[config.mk]
export PLATFORM = sky130hd
export DESIGN_NAME = lru_page_cache_tags
export DESIGN_NICKNAME = d
export VERILOG_FILES = /design/src/rtl/lpct_pkg.sv /design/src/rtl/lpct_ram.sv /design/src/rtl/lpct_mul.sv /design/src/rtl/lru_page_cache_tags.sv
export SDC_FILE = /design/constraint.sdc
export NUM_CORES = 2
export LEC_CHECK = 0
export BUFFER_PORTS_ARGS = -buffer_cell sky130_fd_sc_hd__buf_2
export CAP_MARGIN = 20
export CORE_ASPECT_RATIO = 1.1
export CORE_MARGIN = 2
export CORE_UTILIZATION = 50
export CTS_BUF_LIST = sky130_fd_sc_hd__clkbuf_16
export DETAILED_ROUTE_END_ITERATION = 10
export GPL_ROUTABILITY_DRIVEN = 0
export GPL_TIMING_DRIVEN = 0
export PLACE_DENSITY = 0.67
export SKIP_CTS_REPAIR_TIMING = 1
export SLEW_MARGIN = 25
export SYNTH_ARGS = -nofsm -noshare
export SYNTH_HDL_FRONTEND = slang
export SYNTH_SLANG_ARGS = --single-unit
[constraint.sdc]
create_clock -name clock -period 6.6 [get_ports clock]
set_clock_uncertainty 0.05 [all_clocks]
set_input_delay 1.32 -clock clock [delete_from_list [all_inputs] [get_ports clock]]
set_output_delay 1.32 -clock clock [all_outputs]
set_load 0.01 [all_outputs]
[src/rtl/lpct_pkg.sv]
// Shared types and constants of the page cache tag controller.
`default_nettype none
package lpct_pkg;

   localparam int PAGE_NUM_W   = 32;
   localparam int PAGE_BYTES_W = 15;
   localparam int SLOT_FIELD_W = 6;
   localparam int OFFSET_W     = 20;
   localparam int FLASH_ADDR_W = 46;
   localparam int PROD_W       = PAGE_NUM_W + PAGE_BYTES_W;

   typedef logic [PAGE_NUM_W-1:0]   page_num_type;
   typedef logic [PAGE_BYTES_W-1:0] page_bytes_type;
   typedef logic [SLOT_FIELD_W-1:0] slot_field_type;
   typedef logic [OFFSET_W-1:0]     offset_type;
   typedef logic [FLASH_ADDR_W-1:0] flash_addr_type;
   typedef logic [PROD_W-1:0]       prod_type;

   localparam page_bytes_type PAGE_BYTES_RESET = 15'd2048;

endpackage
`default_nettype wire

[src/rtl/lpct_ram.sv]
// Simple dual-port RAM with one write port and one registered read port.
`default_nettype none
module lpct_ram #(
   parameter int WIDTH = 32,
   parameter int DEPTH = 64
) (
   input  wire logic                      clock,
   input  wire logic                      wr_en,
   input  wire logic [$clog2(DEPTH)-1:0]  wr_addr,
   input  wire logic [WIDTH-1:0]          wr_data,
   input  wire logic [$clog2(DEPTH)-1:0]  rd_addr,
   output logic      [WIDTH-1:0]          rd_data
);

   logic [WIDTH-1:0] mem_ff [DEPTH];
   logic [WIDTH-1:0] rd_data_ff;

   always_ff @(posedge clock) begin
      if (wr_en) begin
         mem_ff[wr_addr] <= wr_data;
      end
      rd_data_ff <= mem_ff[rd_addr];
   end

   assign rd_data = rd_data_ff;

endmodule
`default_nettype wire

[src/rtl/lpct_mul.sv]
// Shared registered multiplier that scales page and slot numbers by the page size.
`default_nettype none
module lpct_mul (
   input  wire logic                    clock,
   input  wire lpct_pkg::page_num_type  a,
   input  wire lpct_pkg::page_bytes_type b,
   output lpct_pkg::prod_type           prod
);
   import lpct_pkg::*;

   prod_type prod_ff;

   always_ff @(posedge clock) begin
      prod_ff <= PROD_W'(a) * PROD_W'(b);
   end

   assign prod = prod_ff;

endmodule
`default_nettype wire

[src/rtl/lru_page_cache_tags.sv]
// Top level of the fully associative page cache tag and LRU replacement controller.
`default_nettype none
// Each request item carries a flash page number. The block walks the recency list from
// the most recent entry down, reading one recency entry and one tag per cycle through
// a small three-stage pipeline around a single tag comparator, and shifts the list down
// by one behind the walk so that the slot found ends up at the front. A hit returns the
// slot; a miss takes the next free slot (slots are never released, so this is always the
// slot numbered by the fill count) or, when all SLOTS slots are in use, reclaims the
// least recent slot and reports its old page. One shared multiplier then forms the flash
// byte address and the buffer offset from the page size register. A hit at list position
// p scans p + 1 recency entries, a miss scans all occupied entries, and a miss on an
// empty cache skips the walk. The block is ready again in the cycle the result appears.
// The speed of the walk is set by the one-entry-per-cycle read ports of the recency and
// tag memories. The block takes one item at a time, but it accepts the next item while
// the previous result still waits in the output register; a result that is still waiting
// when the next one is ready holds the block in its last step until the output register
// frees. No memory needs clearing after reset: the fill count marks which entries are
// valid. The page size register is written through the csr channel, which is always
// ready, and should only be written while the block is idle.
module lru_page_cache_tags #(
   parameter int SLOTS = 64
) (
   input  wire logic                      clock,
   input  wire logic                      reset,
   // Request channel
   input  wire logic                      req_valid,
   output logic                           req_ready,
   input  wire lpct_pkg::page_num_type    req_page_number,
   // Result channel
   output logic                           rsp_valid,
   input  wire logic                      rsp_ready,
   output lpct_pkg::slot_field_type       rsp_slot,
   output logic                           rsp_hit,
   output logic                           rsp_fill_needed,
   output lpct_pkg::offset_type           rsp_buffer_offset,
   output lpct_pkg::flash_addr_type       rsp_flash_address,
   output logic                           rsp_evicted,
   output lpct_pkg::page_num_type         rsp_evicted_page,
   // Configuration channel
   input  wire logic                      csr_valid,
   output logic                           csr_ready,
   input  wire lpct_pkg::page_bytes_type  csr_page_bytes
);
   import lpct_pkg::*;

   localparam int SLOT_W = (SLOTS > 1) ? $clog2(SLOTS) : 1;
   localparam int CNT_W  = $clog2(SLOTS + 1);

   localparam logic [2:0] ST_IDLE   = 3'd0;
   localparam logic [2:0] ST_SEARCH = 3'd1;
   localparam logic [2:0] ST_FINAL  = 3'd2;
   localparam logic [2:0] ST_MUL_A  = 3'd3;
   localparam logic [2:0] ST_MUL_B  = 3'd4;
   localparam logic [2:0] ST_OUT    = 3'd5;

   // Control state.
   logic [2:0]       state_ff, state_in;
   logic [CNT_W-1:0] used_count_ff, used_count_in;
   logic [CNT_W-1:0] iss_idx_ff, iss_idx_in;
   logic             b_vld_ff, b_vld_in;
   logic             c_vld_ff, c_vld_in;
   logic             rsp_valid_ff, rsp_valid_in;
   page_bytes_type   page_bytes_ff, page_bytes_in;

   // Payload state.
   logic [SLOT_W-1:0] b_idx_ff, b_idx_in;
   logic [SLOT_W-1:0] c_idx_ff, c_idx_in;
   logic [SLOT_W-1:0] c_slot_ff, c_slot_in;
   logic [SLOT_W-1:0] last_slot_ff, last_slot_in;
   page_num_type      last_tag_ff, last_tag_in;
   page_num_type      page_ff, page_in;
   logic [SLOT_W-1:0] s_ff, s_in;
   logic              hit_ff, hit_in;
   logic              evict_ff, evict_in;
   page_num_type      evict_page_ff, evict_page_in;
   flash_addr_type    flash_ff, flash_in;

   slot_field_type    rsp_slot_ff, rsp_slot_in;
   logic              rsp_hit_ff, rsp_hit_in;
   offset_type        rsp_offset_ff, rsp_offset_in;
   flash_addr_type    rsp_flash_ff, rsp_flash_in;
   logic              rsp_evicted_ff, rsp_evicted_in;
   page_num_type      rsp_evict_page_ff, rsp_evict_page_in;

   // Memory ports.
   logic              rec_wr_en;
   logic [SLOT_W-1:0] rec_wr_addr;
   logic [SLOT_W-1:0] rec_wr_data;
   logic [SLOT_W-1:0] rec_rd_addr;
   logic [SLOT_W-1:0] rec_rd_data;
   logic              tag_wr_en;
   page_num_type      tag_rd_data;

   // Shared multiplier.
   page_num_type      mul_a;
   prod_type          mul_prod;

   logic              list_full;
   logic              tag_match;
   logic              out_free;

   lpct_ram #(
      .WIDTH (SLOT_W),
      .DEPTH (SLOTS)
   ) u_recency (
      .clock   (clock),
      .wr_en   (rec_wr_en),
      .wr_addr (rec_wr_addr),
      .wr_data (rec_wr_data),
      .rd_addr (rec_rd_addr),
      .rd_data (rec_rd_data)
   );

   lpct_ram #(
      .WIDTH (PAGE_NUM_W),
      .DEPTH (SLOTS)
   ) u_tags (
      .clock   (clock),
      .wr_en   (tag_wr_en),
      .wr_addr (s_in),
      .wr_data (page_ff),
      .rd_addr (rec_rd_data),
      .rd_data (tag_rd_data)
   );

   lpct_mul u_mul (
      .clock (clock),
      .a     (mul_a),
      .b     (page_bytes_ff),
      .prod  (mul_prod)
   );

   assign list_full = (used_count_ff == CNT_W'(SLOTS));
   assign tag_match = (tag_rd_data == page_ff);
   assign out_free  = !rsp_valid_ff || rsp_ready;

   assign req_ready = (state_ff == ST_IDLE);
   assign csr_ready = 1'b1;

   always_comb begin
      state_in          = state_ff;
      used_count_in     = used_count_ff;
      iss_idx_in        = iss_idx_ff;
      b_vld_in          = 1'b0;
      c_vld_in          = 1'b0;
      b_idx_in          = b_idx_ff;
      c_idx_in          = b_idx_ff;
      c_slot_in         = rec_rd_data;
      last_slot_in      = last_slot_ff;
      last_tag_in       = last_tag_ff;
      page_in           = page_ff;
      s_in              = s_ff;
      hit_in            = hit_ff;
      evict_in          = evict_ff;
      evict_page_in     = evict_page_ff;
      flash_in          = flash_ff;
      rsp_valid_in      = rsp_valid_ff;
      rsp_slot_in       = rsp_slot_ff;
      rsp_hit_in        = rsp_hit_ff;
      rsp_offset_in     = rsp_offset_ff;
      rsp_flash_in      = rsp_flash_ff;
      rsp_evicted_in    = rsp_evicted_ff;
      rsp_evict_page_in = rsp_evict_page_ff;
      page_bytes_in     = page_bytes_ff;
      rec_wr_en         = 1'b0;
      rec_wr_addr       = '0;
      rec_wr_data       = c_slot_ff;
      rec_rd_addr       = iss_idx_ff[SLOT_W-1:0];
      tag_wr_en         = 1'b0;
      mul_a             = page_ff;

      if (csr_valid) begin
         page_bytes_in = csr_page_bytes;
      end

      if (rsp_ready) begin
         rsp_valid_in = 1'b0;
      end

      case (state_ff)
         ST_IDLE: begin
            if (req_valid) begin
               page_in       = req_page_number;
               iss_idx_in    = '0;
               hit_in        = 1'b0;
               evict_in      = 1'b0;
               evict_page_in = '0;
               if (used_count_ff == '0) begin
                  state_in = ST_FINAL;
               end else begin
                  state_in = ST_SEARCH;
               end
            end
         end

         ST_SEARCH: begin
            // Issue stage: read the next recency entry while the list lasts.
            if (iss_idx_ff < used_count_ff) begin
               b_vld_in   = 1'b1;
               b_idx_in   = iss_idx_ff[SLOT_W-1:0];
               iss_idx_in = iss_idx_ff + CNT_W'(1);
            end
            // Second stage: the tag read is addressed by the recency data directly.
            c_vld_in = b_vld_ff;
            // Compare stage.
            if (c_vld_ff) begin
               if (tag_match) begin
                  hit_in   = 1'b1;
                  s_in     = c_slot_ff;
                  b_vld_in = 1'b0;
                  c_vld_in = 1'b0;
                  state_in = ST_FINAL;
               end else begin
                  // Shift this entry one place toward the least recent end.
                  if (c_idx_ff != SLOT_W'(SLOTS - 1)) begin
                     rec_wr_en   = 1'b1;
                     rec_wr_addr = c_idx_ff + SLOT_W'(1);
                  end
                  last_slot_in = c_slot_ff;
                  last_tag_in  = tag_rd_data;
                  if ((CNT_W'(c_idx_ff) + CNT_W'(1)) == used_count_ff) begin
                     b_vld_in = 1'b0;
                     c_vld_in = 1'b0;
                     state_in = ST_FINAL;
                  end
               end
            end
         end

         ST_FINAL: begin
            if (!hit_ff) begin
               tag_wr_en = 1'b1;
               if (list_full) begin
                  s_in          = last_slot_ff;
                  evict_in      = 1'b1;
                  evict_page_in = last_tag_ff;
               end else begin
                  s_in          = used_count_ff[SLOT_W-1:0];
                  used_count_in = used_count_ff + CNT_W'(1);
               end
            end
            // The chosen slot becomes the most recent entry.
            rec_wr_en   = 1'b1;
            rec_wr_addr = '0;
            rec_wr_data = s_in;
            state_in    = ST_MUL_A;
         end

         ST_MUL_A: begin
            mul_a    = page_ff;
            state_in = ST_MUL_B;
         end

         ST_MUL_B: begin
            flash_in = mul_prod[FLASH_ADDR_W-1:0];
            mul_a    = PAGE_NUM_W'(s_ff);
            state_in = ST_OUT;
         end

         ST_OUT: begin
            mul_a = PAGE_NUM_W'(s_ff);
            if (out_free) begin
               rsp_valid_in      = 1'b1;
               rsp_slot_in       = SLOT_FIELD_W'(s_ff);
               rsp_hit_in        = hit_ff;
               rsp_offset_in     = mul_prod[OFFSET_W-1:0];
               rsp_flash_in      = flash_ff;
               rsp_evicted_in    = evict_ff;
               rsp_evict_page_in = evict_page_ff;
               state_in          = ST_IDLE;
            end
         end

         default: begin
            state_in = ST_IDLE;
         end
      endcase
   end

   always_ff @(posedge clock) begin
      if (reset) begin
         state_ff      <= ST_IDLE;
         used_count_ff <= '0;
         iss_idx_ff    <= '0;
         b_vld_ff      <= 1'b0;
         c_vld_ff      <= 1'b0;
         rsp_valid_ff  <= 1'b0;
         page_bytes_ff <= PAGE_BYTES_RESET;
      end else begin
         state_ff      <= state_in;
         used_count_ff <= used_count_in;
         iss_idx_ff    <= iss_idx_in;
         b_vld_ff      <= b_vld_in;
         c_vld_ff      <= c_vld_in;
         rsp_valid_ff  <= rsp_valid_in;
         page_bytes_ff <= page_bytes_in;
      end
   end

   always_ff @(posedge clock) begin
      b_idx_ff          <= b_idx_in;
      c_idx_ff          <= c_idx_in;
      c_slot_ff         <= c_slot_in;
      last_slot_ff      <= last_slot_in;
      last_tag_ff       <= last_tag_in;
      page_ff           <= page_in;
      s_ff              <= s_in;
      hit_ff            <= hit_in;
      evict_ff          <= evict_in;
      evict_page_ff     <= evict_page_in;
      flash_ff          <= flash_in;
      rsp_slot_ff       <= rsp_slot_in;
      rsp_hit_ff        <= rsp_hit_in;
      rsp_offset_ff     <= rsp_offset_in;
      rsp_flash_ff      <= rsp_flash_in;
      rsp_evicted_ff    <= rsp_evicted_in;
      rsp_evict_page_ff <= rsp_evict_page_in;
   end

   assign rsp_valid         = rsp_valid_ff;
   assign rsp_slot          = rsp_slot_ff;
   assign rsp_hit           = rsp_hit_ff;
   assign rsp_fill_needed   = !rsp_hit_ff;
   assign rsp_buffer_offset = rsp_offset_ff;
   assign rsp_flash_address = rsp_flash_ff;
   assign rsp_evicted       = rsp_evicted_ff;
   assign rsp_evicted_page  = rsp_evict_page_ff;

endmodule
`default_nettype wire
Yosys cells after proc, flatten, opt, wreduce, memory -nomap -nowiden
Memory sizes are Yosys's and may differ from the RTL's. A register that Yosys moved wholly into a read port is not among the register bits. Cells that the tools add are included.

Flip-flop bits (word level): 361. Memory bits (writable): 2432. Bits of input ports: 52. Word-level logic and storage cells: 124. Memories: 2.

Memory list: u_tags.mem_ff (depth 64, width 32, read ports 1, clocked after Yosys merged registers in 1, write ports 1, line lpct_ram.sv:15) `logic [WIDTH-1:0] mem_ff [DEPTH];`; u_recency.mem_ff (depth 64, width 6, read ports 1, clocked after Yosys merged registers in 1, write ports 1, line lpct_ram.sv:15).

$add $sub $neg: 4. $mul: 1. Magnitude comparators: 1. Eq/ne operators: 17. Mux-type cells: 52. Bitwise operators: 4. Reduce and logical (&&, ||, !) cells: 18.

Operator list (count): two-way mux 32 bit (4); case mux 32 bit (2 select lines) (1); two-way mux 6 bit (9); multiplier 32 x 15 -> 46 bit (1); == test 32 bit (1); two-way mux 1 bit (24); case mux 3 bit (6 select lines) (1); two-way mux 3 bit (5); adder 7 x 1 -> 7 bit, second input constant (2); two-way mux 7 bit (2); != test 2 bit, second input constant (7); case mux 7 bit (2 select lines) (1); case mux 6 bit (2 select lines) (1); AND reduction 4 bit (3); AND reduction 3 bit (3); adder 6 x 1 -> 7 bit, second input constant (1); == test 7 bit (1); == test 7 bit, second input constant (1); logical NOT 7 bit (1); less-than comparator 7 bit (1); adder 6 x 1 -> 6 bit, second input constant (1); == test 3 x 2 -> 1 bit, second input constant (2); == test 3 bit, second input constant (2); != test 6 bit, second input constant (1); 11 further kinds (21).

Depth between registers and ports, before layout
Word-level depth: 7. Mapped depth: 30. Mapped depth without buffers: 26.

Hierarchy
From an unflattened synthesis, not the netlist that was laid out.

Cell total of the unflattened synthesis: 6560. Area total of the unflattened synthesis: 121282.6 um^2.

Modules (own cells, without submodules): lpct_ram (u_tags) (times used 1, cells each 3324, area each 78515.3 um^2); lpct_mul (times used 1, cells each 1820, area each 16256.8 um^2); lpct_ram (u_recency) (times used 1, cells each 720, area each 15225.9 um^2); lru_page_cache_tags (times used 1, cells each 696, area each 11284.6 um^2).

Worst setup path after synthesis
OpenSTA, ideal clock, no wires.

Kind: flip-flop to flip-flop. From: register page_ff[8]. To: register u_mul.prod_ff[42] (netlist: u_mul.prod[42]). Setup time: 0.072 ns. Arrival: 6.915 ns. Data required time: 6.478 ns. Slack: -0.437 ns. Stages on the path, launching flop included: 24. Period minus slack after synthesis: 7.037 ns. Path through: edfxtp_1 clkbuf_1 and2_1 clkbuf_1 nand2_1 fa_1 inv_1 fa_1 fa_1 fa_1 fa_1 inv_1 fa_1 inv_1 ha_1 a2111oi_0 o21ai_0 a221oi_1 o21ai_0 o22ai_1 o2bb2ai_1 nor3_1 a211oi_1 xnor2_1.

Cells in the longest elaborated chain, start to end: 2.

RTL lines: start, declared (line lru_page_cache_tags.sv:71) `page_num_type page_ff, page_in;`; start signal, assigned (line lru_page_cache_tags.sv:306) `page_ff <= page_in;`; two-way mux 32 bit (line lru_page_cache_tags.sv:180) `case (state_ff)`; multiplier 32 x 15 -> 46 bit (line lpct_mul.sv:14) `prod_ff <= PROD_W'(a) * PROD_W'(b);`; end signal, assigned (line lpct_mul.sv:14); end, declared (line lpct_mul.sv:11) `prod_type prod_ff;`.

No other way between the ends. A chain may end at the register's enable or synchronous reset.

Final worst setup path
From: register state_ff[1]. To: register u_mul.prod_ff[42] (netlist: u_mul.prod[42]).

Cells in the longest elaborated chain, start to end: 4.

RTL lines: start, declared (line lru_page_cache_tags.sv:57) `logic [2:0] state_ff, state_in;`; start signal, assigned (line lru_page_cache_tags.sv:290) `state_ff <= state_in;`; == test 3 bit (line lru_page_cache_tags.sv:180); OR reduction 2 bit (no line) *; two-way mux 32 bit * (line lru_page_cache_tags.sv:180); multiplier 32 x 15 -> 46 bit * (line lpct_mul.sv:14).

Mark *: on every way between the ends. The rest lies on a longest branch, timed or not.

==> results.cfg <==
[outcome]
outcome = finished with violations
violations = negative setup slack

[synth]
synth-main-ff-cell = edfxtp_1
synth_compound_area_share_pct = 1.08
synthMuxAreaShare_pct = 15.0
synth_seq_cells = 2831
syn-num-nets = 6688
syn_area_per_cell_um2 = 19.7
synth_top_family_by_area = multiplexers
yosysSeqAreaShare_pct = 69.3
synth_cell_type_count = 68
synth-simple-area-share_pct = 3.81
yosys_warnings = 0
synth_edf_count = 2694
yosys.area_share.adder_pct = 7.64
synth_xor_area_share_pct = 0.690
synthArstFlopShare_pct = 0
netlist_instances = 6132
synth.cell_area_um2 = 121000

[setup_path]
arrival_ns = 7.66
cp_slowest_cell = a2111oi_4
rr_worst_depth = 28
cp-start-kind = register
crit_path_start = state_ff[1]
slowest_delay_ns = 0.63
endpoint = u_mul.prod[42]
end_kind = register
r2r-end = u_mul.prod[42]
crit_fanout = 8
crit_type = reg2reg
crit_path_frequent_cell = fa_1
crit_required_ns = 7.28
reg2reg_from = state_ff[1]
r2r_slack_ns = -0.38

[flow_run]
cap_viol_max_count = 0

[power_and_ir_drop]
cellLeakagePower_nw = 48.5
power.total_mw = 63.3
p_per_area_nw_per_um2 = 448
vdd_drop_max_v = 0.000531

[global_routing]
overflow = 0
grt_max_degree = 65
grt_pass1_vias = 63200
antenna_found_initial = 19
grt_pass1_wl_um = 456000
gr-usage-all-layers_pct = 26.1

[floorplanning]
start_util_pct = 50.2
die_w_um = 472
dieArea_um2 = 245000
die_h_um = 519
io-pin-count = 162
row_count = 189
coreArea_um2 = 240000

[clock_tree]
clockBufferDepth = 4
numCtsBuffers = 285
ctsHtreeMaxLevel = 5
cts.clk_slew.worst_paths_ns = 0.06
clk_latency_ns = 0.86
cts_sinks = 2831
cts-root-buf = clkbuf_16
cts_tree = done

[routing]
wl_per_cell_um = 31.4
first_iter_violations = 8219
ant_nets = 0
drc = 0
drtPass1Iterations = 7
drt_wl_total_um = 322000
vias = 62900
vias_per_cell = 6.14

[finish]
layout_common_cells = edfxtp_1, mux4_2, inv_1
syn2layout_area_growth_pct = 17.1
layout.nets = 7437
fin_area_um2 = 141000
drive_above_1_share_pct = 27.7
regArea_um2 = 83700
multi_input_area_um2 = 35200
final_common_cell = edfxtp_1
nFillCells = 17000

[timing]
relSlewSlack_pct = 20.0
timing_hold_violations_final = 0
min_period_over_period_pct = 106
rsz0062_at_grt = yes
tightest_slew_ns = 1.20
tns_ns = -3.80
setup_ws_ns = -0.380
setup_viol = 18
slew_violations = 0
period_minus_slack_ns = 6.98
timing.fmax_mhz = 143

[place]
place_area_um2 = 131000
dp_slack_ns = -2.07
dp_hpwl_um = 229000
port_buffers = 158

[min_path]
min_path_type = reg2reg
[kinds of logic after synthesis]
| kind of cell | after synthesis |
|---|---|
| and+or+nand+nor | 915 |
| muxes | 820 |
| adders and majority gates | 504 |
| DFF | 2831 |
| xor gates and xnor gates | 95 |
| buffers and inverters | 765 |
| other | 1 |
| AOI/OAI and AO/OA | 201 |
[flip-flops by register name, indices dropped and copies added, names as in the netlist, 7 cells and up]
signal,count
flash_ff,46
used_count_ff,7
page_ff,32
u_recency.mem_ff,384
rsp_flash_address,46
u_tags.mem_ff,2048
rsp_evicted_page,32
rsp_buffer_offset,20
evict_page_ff,32
last_tag_ff,32
iss_idx_ff,7
u_tags.rd_data,32
u_mul.prod,46
page_bytes_ff,15
[critical path: cells and delay by family, from the launching register on]
family / cells / cell delay (ns)
compound gates: 5 / 1.29
xor+xnor: 1 / 0.15
fa+ha+maj: 7 / 3.33
buf+inv: 8 / 0.66
flops: 1 / 0.38
simple gates: 7 / 0.99
[Yosys cell counts (13+ instances only)]
master / n / area [um^2]
edfxtp_1: 2694 / 80900
mux4_2: 793 / 17900
inv_1: 427 / 1600
fa_1: 387 / 7750
nand2_1: 277 / 1040
clkbuf_1: 256 / 961
and3_1: 218 / 1360
nor2_1: 181 / 679
dfxtp_1: 137 / 2740
ha_1: 117 / 1460
and2_1: 113 / 707
a21oi_1: 64 / 320
buf_1: 62 / 233
xor2_1: 50 / 438
xnor2_1: 45 / 394
o21ai_0: 37 / 185
a21o_1: 36 / 270
mux2i_1: 22 / 220
nand3_1: 22 / 110
buf_2: 16 / 80.1
nand4_1: 15 / 93.8
nor3_1: 15 / 75.1
nor4_1: 13 / 81.3
[worst min path at each step]
stage           startpoint          end  slack (ns)  depth (start not counted)
5_1_grt        b_idx_ff[1]  c_idx_ff[1]        0.30                          0
3_3_place_gp   b_idx_ff[2]  c_idx_ff[2]        0.28                          0
3_5_place_dp   b_idx_ff[3]  c_idx_ff[3]        0.28                          0
6_report       b_idx_ff[3]  c_idx_ff[3]        0.29                          0
4_1_cts        b_idx_ff[3]  c_idx_ff[3]        0.29                          0
2_1_floorplan  b_idx_ff[0]  c_idx_ff[0]        0.27                          0
[power breakdown]
part	leakage, nW	switching, mW	internal (mW)
logic	18.5	15.0	10.5
registers	25.4	0.565	21.9
clock network	4.51	6.71	8.68
total	48.5	22.2	41.1
[per-stage QoR]
stage | hold WS (ns) | std cells | utilization, %
after floorplan | 0.273 | 6132 | -
after detailed placement | 0.279 | 9686 | 54.6
after global routing | 0.297 | 10200 | 58.7
after global placement | 0.278 | 9441 | 52.2
after CTS | 0.293 | 10200 | 58.3
final | 0.292 | 10200 | 58.7
[routing by layer]
layer | routed length (um) | track usage, % | vias up
met4 | 14600 | 10.4 | 6
li1 | - | - | 25400
met1 | 121000 | 35.6 | 33400
met2 | 154000 | 41.2 | 3483
met3 | 32800 | 5.83 | 636
met5 | 44 | 0 | -
[final cells by class]
cell class	instances	share of cell area (%)
Inverter	429	1.14
Clock inverter	205	0.990
Buffer	311	1.04
Sequential cell	2831	59.2
Multi-Input combinational cell	2537	24.9
Clock buffer	293	5.19
Antenna cell	5	0.00886
Tap cell	3151	2.79
Timing Repair Buffer	486	4.71
Note: power is estimated with default switching activity, not from simulation.
